[src/hdl/mhic_pkg.sv]
// Shared types, constants and a helper function for the hard-iron calibrator.
package mhic_pkg;

  localparam int unsigned SampleBits = 16;
  localparam int unsigned OffsetBits = 16;
  localparam int unsigned TimeBits = 32;
  localparam int unsigned NumAxes = 3;
  localparam int unsigned AddrBits = 3;
  localparam int unsigned DataBits = 32;

  localparam logic [TimeBits-1:0] DefaultWindowUs = TimeBits'(30000000);

  typedef logic signed [SampleBits-1:0] sample_t;
  typedef logic signed [OffsetBits-1:0] offset_t;

  typedef enum logic {
    KindSample = 1'b0,
    KindStart  = 1'b1
  } kind_e;

  typedef enum logic {
    RegWindowLength = 1'b0,
    RegOffsetEnable = 1'b1
  } reg_index_e;

  typedef struct packed {
    logic                kind;
    logic [TimeBits-1:0] time_us;
    sample_t             sample_x;
    sample_t             sample_y;
    sample_t             sample_z;
  } in_beat_t;

  typedef struct packed {
    sample_t field_x;
    sample_t field_y;
    sample_t field_z;
    logic    healthy;
    logic    calibrating;
    logic    calibration_done;
    offset_t offset_x_out;
    offset_t offset_y_out;
    offset_t offset_z_out;
  } out_beat_t;

  typedef struct packed {
    logic accept;
    logic start;
    logic track;
    logic close;
    logic offset_en;
  } lane_ctrl_t;

  function automatic offset_t to_offset(sample_t v);
    logic signed [63:0] wide;
    wide = 64'(v);
    return wide[OffsetBits-1:0];
  endfunction

endpackage

[src/hdl/mhic_window.sv]
// Calibration window timer: tracks the window start time and open flag.
module mhic_window (
  input  logic                                clk_i,
  input  logic                                rst_ni,
  input  logic                                accept_i,
  input  logic                                start_i,
  input  logic [mhic_pkg::TimeBits-1:0]       time_us_i,
  input  logic [mhic_pkg::TimeBits-1:0]       window_length_i,
  input  logic                                offset_en_i,
  output mhic_pkg::lane_ctrl_t                ctrl_o,
  output logic                                open_d_o,
  output logic                                done_o
);

  logic [mhic_pkg::TimeBits-1:0] start_time_q, start_time_d;
  logic                          open_q, open_d;
  logic [mhic_pkg::TimeBits-1:0] elapsed;
  logic                          in_window;
  logic                          track, close;

  always_comb begin
    elapsed = time_us_i - start_time_q;
    in_window = elapsed < window_length_i;
    track = !start_i && open_q && in_window;
    close = !start_i && open_q && !in_window;
    start_time_d = start_i ? time_us_i : start_time_q;
    if (start_i) begin
      open_d = 1'b1;
    end else if (close) begin
      open_d = 1'b0;
    end else begin
      open_d = open_q;
    end
  end

  always_ff @(posedge clk_i or negedge rst_ni) begin
    if (!rst_ni) begin
      start_time_q <= '0;
      open_q <= 1'b0;
    end else if (accept_i) begin
      start_time_q <= start_time_d;
      open_q <= open_d;
    end
  end

  assign ctrl_o = '{accept: accept_i, start: start_i, track: track, close: close,
                    offset_en: offset_en_i};
  assign open_d_o = open_d;
  assign done_o = close;

endmodule

[src/hdl/mhic_lane.sv]
// One axis lane: offset correction, min/max tracking and midpoint offset.
module mhic_lane (
  input  logic                 clk_i,
  input  logic                 rst_ni,
  input  mhic_pkg::lane_ctrl_t ctrl_i,
  input  mhic_pkg::sample_t    sample_i,
  output mhic_pkg::sample_t    field_o,
  output mhic_pkg::offset_t    offset_o,
  output logic                 nonzero_o
);

  localparam int unsigned SB = mhic_pkg::SampleBits;

  mhic_pkg::sample_t offset_q, offset_d;
  mhic_pkg::sample_t low_q, low_d;
  mhic_pkg::sample_t high_q, high_d;
  mhic_pkg::sample_t last_q, last_d;

  logic signed [SB:0] diff;
  logic signed [SB:0] sum;
  logic signed [SB:0] half;
  mhic_pkg::sample_t  corrected;

  always_comb begin
    diff = (SB+1)'(sample_i) - (SB+1)'(offset_q);
    if (!ctrl_i.offset_en) begin
      corrected = sample_i;
    end else if (diff > (SB+1)'(signed'({1'b0, {(SB-1){1'b1}}}))) begin
      corrected = {1'b0, {(SB-1){1'b1}}};
    end else if (diff < (SB+1)'(signed'({1'b1, {(SB-1){1'b0}}}))) begin
      corrected = {1'b1, {(SB-1){1'b0}}};
    end else begin
      corrected = diff[SB-1:0];
    end

    sum = (SB+1)'(low_q) + (SB+1)'(high_q);
    half = (sum + (SB+1)'(sum[SB])) >>> 1;

    last_d = ctrl_i.start ? last_q : corrected;
    offset_d = offset_q;
    low_d = low_q;
    high_d = high_q;
    if (ctrl_i.start) begin
      offset_d = '0;
      low_d = last_q;
      high_d = last_q;
    end else if (ctrl_i.close) begin
      offset_d = half[SB-1:0];
    end else if (ctrl_i.track) begin
      if (corrected < low_q) begin
        low_d = corrected;
      end
      if (corrected > high_q) begin
        high_d = corrected;
      end
    end
  end

  always_ff @(posedge clk_i or negedge rst_ni) begin
    if (!rst_ni) begin
      offset_q <= '0;
      low_q <= '0;
      high_q <= '0;
      last_q <= '0;
    end else if (ctrl_i.accept) begin
      offset_q <= offset_d;
      low_q <= low_d;
      high_q <= high_d;
      last_q <= last_d;
    end
  end

  assign field_o = last_d;
  assign offset_o = mhic_pkg::to_offset(offset_d);
  assign nonzero_o = last_d != '0;

endmodule

[src/hdl/magnetometer_hard_iron_calibrator_unit.sv]
// The three axis lanes and the window timer work in parallel; each result beat is
// registered when its input beat is accepted, one beat per cycle unless stalled.
// The output register is the only stage, so input stalls only while a result waits.
// Reset clears offsets, min/max, last field values and the window, and loads
// the window length with 30000000 us and offset use with off.
module magnetometer_hard_iron_calibrator_unit (
  input  logic                                clk_i,
  input  logic                                rst_ni,
  input  logic                                in_valid_i,
  output logic                                in_stall_o,
  input  mhic_pkg::in_beat_t                  in_data_i,
  output logic                                out_valid_o,
  input  logic                                out_stall_i,
  output mhic_pkg::out_beat_t                 out_data_o,
  input  logic                                psel,
  input  logic                                penable,
  input  logic                                pwrite,
  input  logic [mhic_pkg::AddrBits-1:0]       paddr,
  input  logic [mhic_pkg::DataBits-1:0]       pwdata,
  output logic [mhic_pkg::DataBits-1:0]       prdata,
  output logic                                pready
);

  logic [mhic_pkg::TimeBits-1:0] window_length_q;
  logic                          offset_enable_q;
  mhic_pkg::reg_index_e          reg_index;
  logic                          cfg_write;

  logic                          accept;
  logic                          start;
  mhic_pkg::lane_ctrl_t          ctrl;
  logic                          open_d;
  logic                          done;

  mhic_pkg::sample_t             lane_sample [mhic_pkg::NumAxes];
  mhic_pkg::sample_t             lane_field [mhic_pkg::NumAxes];
  mhic_pkg::offset_t             lane_offset [mhic_pkg::NumAxes];
  logic [mhic_pkg::NumAxes-1:0]  lane_nonzero;

  logic                          out_valid_q;
  mhic_pkg::out_beat_t           out_data_q, out_data_d;

  assign pready = 1'b1;
  assign reg_index = mhic_pkg::reg_index_e'(paddr[2]);
  assign cfg_write = psel && penable && pwrite;

  always_ff @(posedge clk_i or negedge rst_ni) begin
    if (!rst_ni) begin
      window_length_q <= mhic_pkg::DefaultWindowUs;
      offset_enable_q <= 1'b0;
    end else if (cfg_write) begin
      unique case (reg_index)
        mhic_pkg::RegWindowLength: window_length_q <= pwdata;
        mhic_pkg::RegOffsetEnable: offset_enable_q <= pwdata[0];
        default: ;
      endcase
    end
  end

  always_comb begin
    unique case (reg_index)
      mhic_pkg::RegWindowLength: prdata = window_length_q;
      mhic_pkg::RegOffsetEnable: prdata = {{(mhic_pkg::DataBits-1){1'b0}}, offset_enable_q};
      default: prdata = '0;
    endcase
  end

  assign in_stall_o = out_valid_q && out_stall_i;
  assign accept = in_valid_i && !in_stall_o;
  assign start = in_data_i.kind == mhic_pkg::KindStart;

  mhic_window u_window (
    .clk_i          (clk_i),
    .rst_ni         (rst_ni),
    .accept_i       (accept),
    .start_i        (start),
    .time_us_i      (in_data_i.time_us),
    .window_length_i(window_length_q),
    .offset_en_i    (offset_enable_q),
    .ctrl_o         (ctrl),
    .open_d_o       (open_d),
    .done_o         (done)
  );

  assign lane_sample[0] = in_data_i.sample_x;
  assign lane_sample[1] = in_data_i.sample_y;
  assign lane_sample[2] = in_data_i.sample_z;

  for (genvar a = 0; a < mhic_pkg::NumAxes; a++) begin : g_lane
    mhic_lane u_lane (
      .clk_i    (clk_i),
      .rst_ni   (rst_ni),
      .ctrl_i   (ctrl),
      .sample_i (lane_sample[a]),
      .field_o  (lane_field[a]),
      .offset_o (lane_offset[a]),
      .nonzero_o(lane_nonzero[a])
    );
  end

  always_comb begin
    out_data_d.field_x = lane_field[0];
    out_data_d.field_y = lane_field[1];
    out_data_d.field_z = lane_field[2];
    out_data_d.healthy = &lane_nonzero;
    out_data_d.calibrating = open_d;
    out_data_d.calibration_done = done;
    out_data_d.offset_x_out = lane_offset[0];
    out_data_d.offset_y_out = lane_offset[1];
    out_data_d.offset_z_out = lane_offset[2];
  end

  always_ff @(posedge clk_i or negedge rst_ni) begin
    if (!rst_ni) begin
      out_valid_q <= 1'b0;
    end else if (!in_stall_o) begin
      out_valid_q <= in_valid_i;
    end
  end

  always_ff @(posedge clk_i) begin
    if (accept) begin
      out_data_q <= out_data_d;
    end
  end

  assign out_valid_o = out_valid_q;
  assign out_data_o = out_data_q;

endmodule

[config.mk]
export PLATFORM = sky130hd
export DESIGN_NAME = magnetometer_hard_iron_calibrator_unit
export DESIGN_NICKNAME = d
export VERILOG_FILES = /design/src/hdl/mhic_pkg.sv /design/src/hdl/mhic_window.sv /design/src/hdl/mhic_lane.sv /design/src/hdl/magnetometer_hard_iron_calibrator_unit.sv
export SDC_FILE = /design/constraint.sdc
export NUM_CORES = 1
export LEC_CHECK = 0
export BUFFER_PORTS_ARGS = -buffer_cell sky130_fd_sc_hd__buf_4
export CAP_MARGIN = 30
export CORE_MARGIN = 2
export CORE_UTILIZATION = 55
export DETAILED_ROUTE_END_ITERATION = 8
export GPL_ROUTABILITY_DRIVEN = 0
export GPL_TIMING_DRIVEN = 0
export PLACE_DENSITY = 0.75
export REMOVE_ABC_BUFFERS = 1
export SYNTH_ARGS = -nofsm -noshare
export SYNTH_HDL_FRONTEND = slang
export SYNTH_SLANG_ARGS = --single-unit
[constraint.sdc]
create_clock -name clk_i -period 7.1 [get_ports clk_i]
set_input_delay 0.71 -clock clk_i [delete_from_list [all_inputs] [get_ports clk_i]]
set_output_delay 0.71 -clock clk_i [all_outputs]
set_load 0.01 [all_outputs]
# After elaboration in Yosys (flattened, before gate mapping)

Index checks and enable logic that the tools add are counted.

Input port bits: 123
Logic and storage cells: 126
Register bits: 358

Reduce and logical (&&, ||, !) cells: 30
Bitwise logic cells: 1
$lt $le $gt $ge: 13
Equality and inequality tests: 1
Mux-type cells: 45
$add $sub $neg: 10

Operators by type and width:

| cell                 | count |
|---|---|
| $mux 16              | 42 |
| $pmux 32 s2          | 1 |
| $add 16x16->17       | 3 |
| $add 17x1->17        | 3 |
| $gt 17x16->1 const B | 3 |
| $lt 17x16->1 const B | 3 |
| $sub 16x16->17       | 3 |
| $gt 16x16->1         | 3 |
| $lt 16x16->1         | 3 |
| $reduce_bool 16->1   | 3 |
| $lt 32x32->1         | 1 |
| $sub 32x32->32       | 1 |
| $reduce_and 4->1     | 6 |
| $reduce_bool 2->1    | 7 |
| $logic_and 1x1->1    | 7 |
| $reduce_and 2->1     | 3 |
| $logic_not 1->1      | 3 |
| $reduce_and 3->1     | 1 |
| $mux 1               | 2 |
| $ne 2x2->1 const B   | 1 |
| $not 1->1            | 1 |

# Longest topological paths before layout

Depth in word-level cells: 10
Mapped depth: 27

# By module

A second synthesis with hierarchy kept.

Cell total of the unflattened synthesis: 2778
Area, all modules: 26919.6 um2

Modules (own cells, without submodules):

| module                                 | sequential area each (um2) | times used | area each (um2) | cells each |
|---|---|---|---|---|
| mhic_lane at g_lane[1].u_lane ...      | 1601.5                     | 2          | 6204.7          | 719 |
| mhic_lane at g_lane[0].u_lane          | 1601.5                     | 1          | 6118.4          | 692 |
| magnetometer_hard_iron_calibrator_unit | 3836.2                     | 1          | 4636.9          | 212 |
| mhic_window                            | 825.8                      | 1          | 3754.9          | 436 |

# Worst setup path after synthesis

Ideal clock, no wire load.

Kind: input to register
Start: in in_data_i[48] (netlist bit)
End: reg g_lane[0].u_lane.high_q[10]
Setup slack: 1.092 ns
Setup time: 0.125 ns
Arrival: 5.883 ns
Data required time: 6.975 ns
Stages on the path: 27
Path through: inv_1 -> ha_1 -> inv_1 -> fa_1 -> a21o_1 -> a21oi_1 -> o211ai_1 -> a31oi_1 -> o21ai_0 -> a221oi_1 -> o211ai_1 -> a31o_2 -> a21o_1 -> xor2_1 -> ha_1 -> a21o_1 -> a21o_1 -> a21oi_1 -> o21ai_0 -> a21oi_1 -> a31o_2 -> and2_1 -> clkbuf_1 -> o21a_1 -> clkbuf_1 -> buf_1 -> mux2_2

Cells in the longest elaborated chain, start to end: 6
Elaborated cells on any way between the ends: 8
Those cells by class: add/sub: 1; order compare: 1; eq/ne: 1; reduce/logical: 5

Ends and longest elaborated chain:

| item                           | RTL line                                     | text |
|---|---|---|
| start: declaration             | magnetometer_hard_iron_calibrator_unit.sv:11 | `input mhic_pkg::in_beat_t in_data_i,` |
| $sub 32x32->32 (*)             | mhic_window.sv:22                            | `elapsed = time_us_i - start_time_q;` |
| $lt 32x32->1 (*)               | mhic_window.sv:23                            | `in_window = elapsed < window_length_i;` |
| $logic_not 1->1                | mhic_window.sv:25                            | `close = !start_i && open_q && !in_window;` |
| $logic_and 1x1->1              | mhic_window.sv:25                            |  |
| $ne 2x2->1 (no line)           | n/a                                          |  |
| $reduce_and 4->1 (no line) (*) | n/a                                          |  |
| end signal: assignment         | mhic_lane.sv:68                              | `high_q <= high_d;` |
| end: declaration               | mhic_lane.sv:16                              | `mhic_pkg::sample_t high_q, high_d;` |

Mark *: on every way between the ends. The rest lies on a longest branch, timed or not.
A chain may end at the register's enable or synchronous reset.

# Worst setup path after layout

Start: reg u_window.start_time_q[0] (netlist bit)
End: reg g_lane[1].u_lane.low_q[6]

Cells in the longest elaborated chain, start to end: 6
Elaborated cells on any way between the ends: 8
Those cells by class: add/sub: 1; order compare: 1; eq/ne: 1; reduce/logical: 5

Ends and longest elaborated chain:

| item                           | RTL line          | text |
|---|---|---|
| start: declaration             | mhic_window.sv:15 | `logic [mhic_pkg::TimeBits-1:0] start_time_q, start_time_d;` |
| start signal: assignment       | mhic_window.sv:41 | `start_time_q <= start_time_d;` |
| $sub 32x32->32 (*)             | mhic_window.sv:22 |  |
| $lt 32x32->1 (*)               | mhic_window.sv:23 |  |
| $logic_not 1->1                | mhic_window.sv:25 |  |
| $logic_and 1x1->1              | mhic_window.sv:25 |  |
| $ne 2x2->1 (no line)           | n/a               |  |
| $reduce_and 4->1 (no line) (*) | n/a               |  |
| end signal: assignment         | mhic_lane.sv:67   | `low_q <= low_d;` |
| end: declaration               | mhic_lane.sv:15   | `mhic_pkg::sample_t low_q, low_d;` |

Marked as above.

==> impl_metrics.env <==
export IMPL_status="finished clean"
export IMPL_antennaDiodeCount=0
export IMPL_drt_iter0_drc=1939
export IMPL_cts_sinks=358
export IMPL_fin_skew_ps=13.7
export IMPL_drive_gt1_share_pct=18.1
export IMPL_end_kind="flop"
export IMPL_cap_violations=0
export IMPL_ctsHoldBuffers=0
export IMPL_cp_required_ps=7560
export IMPL_drt_met1_wl_mm=31.2
export IMPL_r2r_slack_ps=410
export IMPL_fin_hold_ws_ps=74.9
export IMPL_seq_area_um2=9470
export IMPL_first_global_vias=22800
export IMPL_num_nets_final=3452
export IMPL_critPathLaunchType="flop"
export IMPL_core_um2=46800
export IMPL_synth_area_per_cell_um2=9.18
export IMPL_synth_compound_area_share_pct=18.4
export IMPL_cellPowerDensity_nw_per_um2=497
export IMPL_post_cts_buffers=0
export IMPL_async_flop_share_pct=72.3
export IMPL_grt_usage_pct=30.9
export IMPL_slowest_delay_ps=620
export IMPL_total_power_w=0.0150
export IMPL_place_hpwl_mm=58.4
export IMPL_placement_io_buffers=253
export IMPL_route_met2_wl_mm=34.4
export IMPL_min_period_over_period_pct=94.3
export IMPL_setup_viol=0
export IMPL_yosysTopAreaCell="dfrtp_1"
export IMPL_grt_setup_unrepaired="false"
export IMPL_antenna_found_initial=0
export IMPL_grt_overflow=0
export IMPL_synth_edf_count=99
export IMPL_multiInputGateArea_um2=15300
export IMPL_hold_violations=0
export IMPL_ys_ff_latch=358
export IMPL_ys_warn_count=0
export IMPL_slew_violations=0
export IMPL_yosys_area_share_xor_xnor_pct=4.42
export IMPL_cts_resized=0
export IMPL_synth_top_family_by_area="compound AO/OA/AOI/OAI gates"
export IMPL_clk_pin_slew_worst_paths_ps=60
export IMPL_clock_latency_ps=580
export IMPL_path_common_cell="a21o_1"
export IMPL_numCtsBuffers=41
export IMPL_synthMuxAreaShare_pct=7.93
export IMPL_highest_layer="met4"
export IMPL_via_per_inst=6.17
export IMPL_netlist_area_leader_share_pct=23.8
export IMPL_die_w_um=222
export IMPL_areaGrowthSynthToFinish_pct=15.1
export IMPL_grt_pass1_wl_mm=122
export IMPL_peakVddDrop_mv=0.269
export IMPL_yosys_area_share_adder_pct=13.0
export IMPL_start_util_pct=55.9
export IMPL_io_pins=257
export IMPL_reg2regPathDepth=25
export IMPL_dr_total_vias=22900
export IMPL_tns_ps=0
export IMPL_die_y_um=222
export IMPL_dieArea_um2=49300
export IMPL_critical_path_arrival_ps=7150
export IMPL_cts_root_buf="clkbuf_16"
export IMPL_p_leak_nw=13.8
export IMPL_routed_wl_mm=77.0
export IMPL_critical_path_peak_fanout=10
export IMPL_fmax_mhz=149
export IMPL_hold_class="in2async"
export IMPL_grt_max_degree=103
export IMPL_regToRegEndpoint="g_lane[1].u_lane.low_q[6]"
export IMPL_cts_tree="built"
export IMPL_drc=0
export IMPL_synthDistinctLibCells=98
export IMPL_htreeDepth=2
export IMPL_drtAntennaViolNets=0
export IMPL_clock_path_buffers=3
export IMPL_syn_area_um2=26200
export IMPL_rows=79
export IMPL_route_met3_wl_mm=6.55
export IMPL_synth_cells=2849
export IMPL_worstMarginPinSlew_ps=1090
export IMPL_firstDrtPassIters=9
export IMPL_r2r_start="u_window.start_time_q[0]"
export IMPL_relSlewSlack_pct=26.5
export IMPL_wl_per_cell_um=20.8
export IMPL_fillers=3835
export IMPL_synth_ff_type="dfrtp_1"
export IMPL_cp_slowest_cell="and2_1"
export IMPL_min_period_ps=6690
export IMPL_synth_area_leaders="dfrtp_1 24%, ha_1 12%, edfxtp_1 11%"
export IMPL_synth_seq_area_share_pct=36.2
export IMPL_synth_simple_gate_area_share_pct=14.7
export IMPL_path_buf_inv=2
export IMPL_cp_top_family="compound AO/OA/AOI/OAI gates"
export IMPL_critical_path_class="reg2reg"
==> report_power, final <==
| group | internal [W] | switching (W) | total (W) |
|---|---|---|---|
| logic | 0.00384 | 0.00564 | 0.00948 |
| clock network | 0.00118 | 0.000903 | 0.00209 |
| registers | 0.00290 | 0.000492 | 0.00339 |
| total | 0.00792 | 0.00704 | 0.0150 |
==> cell type report <==
type                       instances  share of cell area, %
inverter                         265                   3.32
tap                              607                   2.52
multi-input combinational       2130                   50.9
clock buffer                      57                   3.71
clock inverter                    18                  0.561
sequential                       358                   31.4
timing repair buffer             272                   7.54
==> worst max-delay path by stage <==
stage          slack (ps)                       endpoint                      from  depth (start not counted)
2_1_floorplan       -1290      u_window.start_time_q[10]               out_stall_i                          5
3_3_place_gp        -6360      u_window.start_time_q[16]               out_stall_i                          6
3_5_place_dp         -390  g_lane[0].u_lane.offset_q[10]             in_data_i[48]                         25
4_1_cts               120  g_lane[0].u_lane.offset_q[10]  u_window.start_time_q[0]                         23
5_1_grt                40      g_lane[1].u_lane.low_q[9]  u_window.start_time_q[0]                         25
6_report              410      g_lane[1].u_lane.low_q[6]  u_window.start_time_q[0]                         25
==> Yosys cell counts (12+ instances only) <==
library cell  instances
inv_1               263
a22oi_1              13
edfxtp_1             99
xor2_1               37
a21oi_1             194
o211ai_1             15
o21a_1               37
o21ai_0             129
o21bai_1             17
nand4_1              35
a22o_1               13
nand2b_1             32
nand2_1             268
and3_1               20
ha_1                254
a31oi_1              32
a211oi_1             28
nor3_1               34
and2_1               18
nor3b_1              12
nor4_1               19
or3_1                12
xnor2_1              95
nand3_1              40
a21o_1               70
o31ai_1              26
mux2_2              167
buf_1                15
nor2_1              249
o22ai_1              26
nor2b_1              40
clkbuf_1             68
mux2i_1              15
dfrtp_1             249
==> cells by family (layout without fill, tap and decap cells) <==
group | count (synthesis) | count (layout)
other | 1 | 1
and+or+nand+nor | 819 | 819
AOI/OAI and AO/OA | 723 | 723
DFF | 358 | 358
adders and majority gates | 270 | 270
buffers and inverters | 361 | 612
muxes | 185 | 185
xor gates and xnor gates | 132 | 132
==> metrics by stage <==
| stage | instance area, µm² | std cells | util, % | worst slack (ps) |
|---|---|---|---|---|
| after floorplan | 25800 | 2753 | - | -1290 |
| final | 30100 | 3707 | 64.4 | 407 |
| after global placement | 28400 | 3613 | 60.8 | -6360 |
| after CTS | 30100 | 3706 | 64.4 | 123 |
| after global routing | 30100 | 3707 | 64.4 | 43.8 |
| after detailed placement | 28800 | 3631 | 61.6 | -389 |
==> sequential cells by signal, indices dropped and copies added (netlist names) <==
| signal | cells |
|---|---|
| out_data_o | 99 |
| g_lane.u_lane.high_q | 48 |
| g_lane.u_lane.last_q | 48 |
| g_lane.u_lane.low_q | 48 |
| g_lane.u_lane.offset_q | 48 |
| u_window.start_time_q | 32 |
| window_length_q | 32 |
| offset_enable_q | 1 |
| out_valid_o | 1 |
| u_window.open_q | 1 |
==> routing by layer <==
metal,vias up,global-route usage [%]
met5,-,0
met4,0,17.6
met3,276,6.45
met2,1037,48.5
met1,10900,39.8
li1,10600,-
==> worst reg2reg max path: stages (launching register included) <==
cell and delay, ps:
dfrtp_1 350, ha_1 160, inv_1 50, fa_1 410
a21o_1 200, a21oi_1 270, o211ai_1 200, a31oi_1 320
o21ai_0 190, a221oi_2 480, o211ai_1 240, a31o_2 280
a21o_1 180, xor2_1 150, ha_1 180, a21o_1 170
a21o_1 170, a21oi_1 120, o21ai_0 90, a21oi_1 210
a31o_2 200, and2_1 620, nand3_1 230, a31oi_2 530
buf_6 240, mux2_2 350
==> cell usage in the layout, fill, tap and decap left out, drive strengths merged, types with 10 or more instances in the layout <==
master / n
a2111oi: 12
mux2i: 16
o211ai: 15
mux2: 169
ha: 254
o21ai: 140
nor3b: 12
nor2b: 40
or3: 12
o21a: 37
a21oi: 196
xnor2: 95
xor2: 37
a22o: 13
dfstp: 10
clkbuf: 57
nor2: 250
and3: 20
dfrtp: 249
nand4: 35
a211oi: 31
nand3: 40
o31ai: 27
nor4: 20
and2: 18
a31oi: 33
o21bai: 17
buf: 272
inv: 270
edfxtp: 99
a21o: 70
nand2b: 32
nand2: 269
o22ai: 26
nor3: 34
a22oi: 13
Note: power is estimated with default switching activity, not from simulation.
